$ cat config.mk
export PLATFORM = sky130hd
export DESIGN_NAME = ehct_ctrl
export DESIGN_NICKNAME = d
export VERILOG_FILES = /design/src/hw/rtl/ehct_pkg.sv /design/src/hw/rtl/ehct_ctrl.sv
export SDC_FILE = /design/constraint.sdc
export NUM_CORES = 1
export LEC_CHECK = 0
export BUFFER_PORTS_ARGS = -buffer_cell sky130_fd_sc_hd__buf_2
export CAP_MARGIN = 10
export CELL_PAD_IN_SITES_DETAIL_PLACEMENT = 2
export CELL_PAD_IN_SITES_GLOBAL_PLACEMENT = 2
export CORE_MARGIN = 1
export CORE_UTILIZATION = 21
export DETAILED_ROUTE_END_ITERATION = 10
export GPL_TIMING_DRIVEN = 0
export PLACE_DENSITY_LB_ADDON = 0.1
export SLEW_MARGIN = 30
export SYNTH_ARGS = -nofsm -noshare
export SYNTH_HDL_FRONTEND = slang
export SYNTH_SLANG_ARGS = --single-unit
$ cat constraint.sdc
create_clock -name clock -period 1.3 [get_ports clock]
set_input_delay 0.065 -clock clock [delete_from_list [all_inputs] [get_ports clock]]
set_output_delay 0.065 -clock clock [all_outputs]
set_load 0.02 [all_outputs]
$ cat src/hw/rtl/ehct_pkg.sv
`default_nettype none
package ehct_pkg;
   localparam int NumBucketsDef = 1117;
   localparam int NumNodesDef   = 1024;
   localparam int KeyBytesDef   = 8;
   localparam int ValueBytesDef = 8;

   typedef enum logic [1:0] {
      ST_OK        = 2'd0,
      ST_NOT_FOUND = 2'd1,
      ST_FULL      = 2'd2
   } status_type;

   localparam logic OP_INSERT = 1'b0;
   localparam logic OP_FIND   = 1'b1;

   // controller to datapath
   typedef struct packed {
      logic load;       // capture request, start hash
      logic hash_step;  // one key byte into hash
      logic mod_start;  // start bucket remainder
      logic head_rd;    // read bucket head
      logic node_rd;    // read node at pointer
      logic follow;     // pointer takes node next
      logic take_head;  // pointer takes head
      logic wr_node;    // write new node
      logic wr_head;    // bucket head gets new node
      logic wr_link;    // pointer node next gets new node
      logic set_rsp;    // load response register
      logic [1:0] rsp_status;
      logic rsp_value;  // response carries node value
   } ehct_cmd_type;

   // datapath to controller
   typedef struct packed {
      logic is_find;
      logic hash_done;
      logic mod_done;
      logic head_valid;
      logic next_valid;
      logic match;
      logic full;
      logic steps_over;
   } ehct_stat_type;
endpackage
`default_nettype wire

$ cat src/hw/rtl/ehct_ctrl.sv
`default_nettype none
module ehct_ctrl (
   input  wire logic                   clock,
   input  wire logic                   reset,
   input  wire logic                   req_fire,
   output logic                        busy,
   input  wire logic                   rsp_free,
   input  wire ehct_pkg::ehct_stat_type st,
   output ehct_pkg::ehct_cmd_type      cmd
);
   import ehct_pkg::*;

   typedef enum logic [3:0] {
      S_IDLE, S_HASH, S_MOD, S_HEAD, S_HEADW, S_NODE, S_NODEW, S_DONE
   } state_type;

   state_type  state_ff, state_in;
   logic       found_ff, found_in;
   logic       full_ff, full_in;
   logic [1:0] status_sel;

   always_ff @(posedge clock) begin
      if (reset) begin
         state_ff <= S_IDLE;
         found_ff <= 1'b0;
         full_ff  <= 1'b0;
      end else begin
         state_ff <= state_in;
         found_ff <= found_in;
         full_ff  <= full_in;
      end
   end

   assign busy = (state_ff != S_IDLE);

   always_comb begin
      if (!st.is_find) status_sel = full_ff ? ST_FULL : ST_OK;
      else status_sel = found_ff ? ST_OK : ST_NOT_FOUND;
   end

   always_comb begin
      state_in = state_ff;
      found_in = found_ff;
      full_in  = full_ff;
      cmd = '0;
      case (state_ff)
         S_IDLE: begin
            if (req_fire) begin
               cmd.load = 1'b1;
               found_in = 1'b0;
               full_in  = 1'b0;
               state_in = S_HASH;
            end
         end
         S_HASH: begin
            if (st.hash_done) begin
               cmd.mod_start = 1'b1;
               state_in = S_MOD;
            end else begin
               cmd.hash_step = 1'b1;
            end
         end
         S_MOD: begin
            if (st.mod_done) begin
               if (!st.is_find && st.full) begin
                  full_in = 1'b1;
                  state_in = S_DONE;
               end else begin
                  cmd.head_rd = 1'b1;
                  state_in = S_HEAD;
               end
            end
         end
         S_HEAD: state_in = S_HEADW;
         S_HEADW: begin
            if (st.is_find) begin
               if (st.head_valid) begin
                  cmd.take_head = 1'b1;
                  cmd.node_rd = 1'b1;
                  state_in = S_NODE;
               end else begin
                  state_in = S_DONE;
               end
            end else begin
               cmd.wr_node = 1'b1;
               if (st.head_valid) begin
                  cmd.take_head = 1'b1;
                  cmd.node_rd = 1'b1;
                  state_in = S_NODE;
               end else begin
                  cmd.wr_head = 1'b1;
                  state_in = S_DONE;
               end
            end
         end
         S_NODE: state_in = S_NODEW;
         S_NODEW: begin
            if (st.is_find && st.match) begin
               found_in = 1'b1;
               state_in = S_DONE;
            end else if (st.is_find && (!st.next_valid || st.steps_over)) begin
               state_in = S_DONE;
            end else if (!st.is_find && (!st.next_valid || st.steps_over)) begin
               cmd.wr_link = 1'b1;
               state_in = S_DONE;
            end else begin
               cmd.follow = 1'b1;
               cmd.node_rd = 1'b1;
               state_in = S_NODE;
            end
         end
         S_DONE: begin
            cmd.rsp_status = status_sel;
            cmd.rsp_value  = st.is_find && found_ff;
            if (rsp_free) begin
               cmd.set_rsp = 1'b1;
               state_in = S_IDLE;
            end
         end
         default: state_in = S_IDLE;
      endcase
   end
endmodule
`default_nettype wire

==> out/qor.csv <==
metric;value;unit
grt total ovfl;0;
Post-DRT Antenna Nets;0;
area share of the leading cell type in the synthesized netlist;0.227;
Num CTS Buffers;3;
Core Util, Final;0.427;
Antenna diodes;0;
layout cells sized above 1;0.708;
Crit. path cell count;4;
Max Freq;715;MHz
Netlist Area Pre-Place;440;um^2
Synth Area per Inst;8.47;um^2
most common library cells after synthesis;5 x dfxtp_1, 4 x nand2_1, 4 x nor3_1;
syn_nets;64;
vias in the first global route;544;
Setup Skew;0.00438;ns
Tightest Hold Check Type;primary input to register;
WS Path Type;register to output port;
Worst-Skew Late Latency;0.25;ns
Yosys top cell by area;dfxtp_1;
core area;0.00196;mm^2
Tcrit/Tclk final;1.08;
Routed wire per std cell;15.7;um
Mapped Cells;52;
CTS tree;yes;
CP Data Required Time;1.24;ns
Pre-Repair DR Iteration Count;1;
setup ws final;-0.0986;ns
failing checks;setup timing;
CP dominant cell by count;buf_4;
Total Die Area;0.00228;mm^2
Die Y;47.8;um
die width;47.8;um
global-route wire length before repair;2560;um
drt drc;0;
Synth Flop Type;dfxtp_1;
Post-synth ARST share;0;
largest net degree at the start of global routing;11;
worst path cell trace;buf_8 -> buf_4 -> nor4b_4 -> buf_4;
final-stage net count;102;
Detailed Route WL;1820;um
I/O Pins;27;
actual slew at the worst max-slew pin;0.287;ns
Hold Violations, Final;0;
clk buf depth;2;
num rows;16;
Leak;0.387;nW
crit-path leading delay family;buffers and inverters;
worst vdd ir;0.457;mV
Critical Path Start Type;register;
RSZ-0062 raised after global routing;true;
relative slew slack;0.808;
gr usage total;0.169;
# fillers;243;
final setup fails;12;
RD Place Congestion;0.733;
worst-path fanout max;7;
Post-synth EDFFs;0;
Initial DRC Count;0;
Root Buffer;clkbuf_4;
largest cells by area after synthesis;dfxtp_1 23%, nor4b_4 5.4%, buf_4 5.1%;
Critical Path End Type;output port;
TritonCTS sink count;5;
flops & latches, synth;5;
Final min period;1.40;ns
slowest cell on the critical path;dfxtp_2;
initial antenna violation count;0;
r2r worst-path depth;5;
synthesis warning total;0;
status;finished, violations left;
Slew Viols, Final;0;
leading cell type by number of instances after synthesis;dfxtp_1;
I/O Buffers;25;
Area Growth Syn to Fin;90.1;%
vias;552;
Crit path arrival time;1.33;ns
Clk pin slew, worst setup/hold paths;0.05;ns
CP max stage delay;0.32;ns
max cap viols;0;
Starting Density;0.224;
CP Buf/Inv Count;3;
Hold Crit Depth;2;
Seq/Total Area, Yosys;0.227;
PD cells;925;mW/mm^2
total power;0.774;mW
post-synthesis cell type count;30;
routed vias/inst;4.76;
hpwl dp;1190;um
H-tree depth;1;
cells by family (layout without fill, tap and decap cells):
kind of cell / after synthesis / after routing / synth area share
AOI/OAI and AO/OA: 9 / 9 / 0.170
muxes: 1 / 1 / 0.0227
buffers and inverters: 6 / 43 / 0.0824
DFF: 5 / 5 / 0.227
and+or+nand+nor: 31 / 31 / 0.497
where the power goes:
part | switching (mW) | internal (mW) | leakage, nW | total [mW]
clock | 0.0726 | 0.117 | 0.0150 | 0.189
sequential | 0.0216 | 0.177 | 0.0427 | 0.198
combinational | 0.200 | 0.186 | 0.329 | 0.387
total | 0.295 | 0.479 | 0.387 | 0.774
what timing repair did:
| item | in CTS | in global routing |
|---|---|---|
| setup buffers | 7 | 1 |
| pin swaps | 6 | 4 |
| setup endpoints to repair | 15 | 17 |
| resized for setup | 31 | 9 |
| hold buffers | 0 | 0 |
placed cells by master (no fill, tap or decap), types with 2 or more instances in the layout:
cell type  count
dfxtp_4        2
nor3_1         3
a21oi_1        3
buf_2         14
nand2_1        2
buf_4         15
nand2b_1       3
buf_8          2
o21a_1         2
nor2_2         2
clkbuf_4       3
dfxtp_1        2
buf_6          6
and3_4         2
nor4b_4        3
path summary, 6_finish.rpt:
check / startpoint / end / slack [ns]
max: state_ff[1]$_SDFFE_PP0P_ / cmd[12] / -0.1
max reg2reg: state_ff[2]$_SDFFE_PP0P_ / state_ff[0]$_SDFFE_PP0P_ / 0
min reg2reg: full_ff$_SDFFE_PP0P_ / full_ff$_SDFFE_PP0P_ / 0.46
min: reset / state_ff[2]$_SDFFE_PP0P_ / 0.04
registers in the layout (all words and copies together), names as in the netlist:
name      flops
state_ff      3
found_ff      1
full_ff       1
cell type report:
type | instances | area [um^2] | area share
clock buffers | 4 | 26.3 | 0.0314
flip-flops and latches | 5 | 109 | 0.130
repair buffers | 33 | 231 | 0.277
multi-input cells | 41 | 379 | 0.453
well taps | 27 | 33.8 | 0.0404
inverters | 1 | 3.75 | 0.00448
plain buffers | 5 | 53.8 | 0.0643
metal layers:
| layer | track usage | routed length [um] | up-vias |
|---|---|---|---|
| met1 | 0.201 | 778 | 266 |
| met3 | 0.0453 | 57 | 2 |
| met4 | 0.0500 | 17 | 0 |
| met2 | 0.297 | 964 | 18 |
| li1 | - | - | 266 |
| met5 | 0 | 0 | - |
stage by stage:
step | setup WS (ns) | setup TNS, ns | std cells | instance area (um^2) | hold WS, ns
after floorplan | -0.0911 | -0.179 | 52 | 458 | 0.138
after global placement | 0.0265 | 0 | 104 | 617 | 0.306
after detailed placement | 0.00411 | 0 | 104 | 617 | 0.305
after CTS | -0.0909 | -0.529 | 115 | 792 | 0.0291
after global routing | -0.168 | -1.48 | 116 | 837 | 0.0343
final | -0.0986 | -0.548 | 116 | 837 | 0.0351
Power figures use the tool's default switching activity.
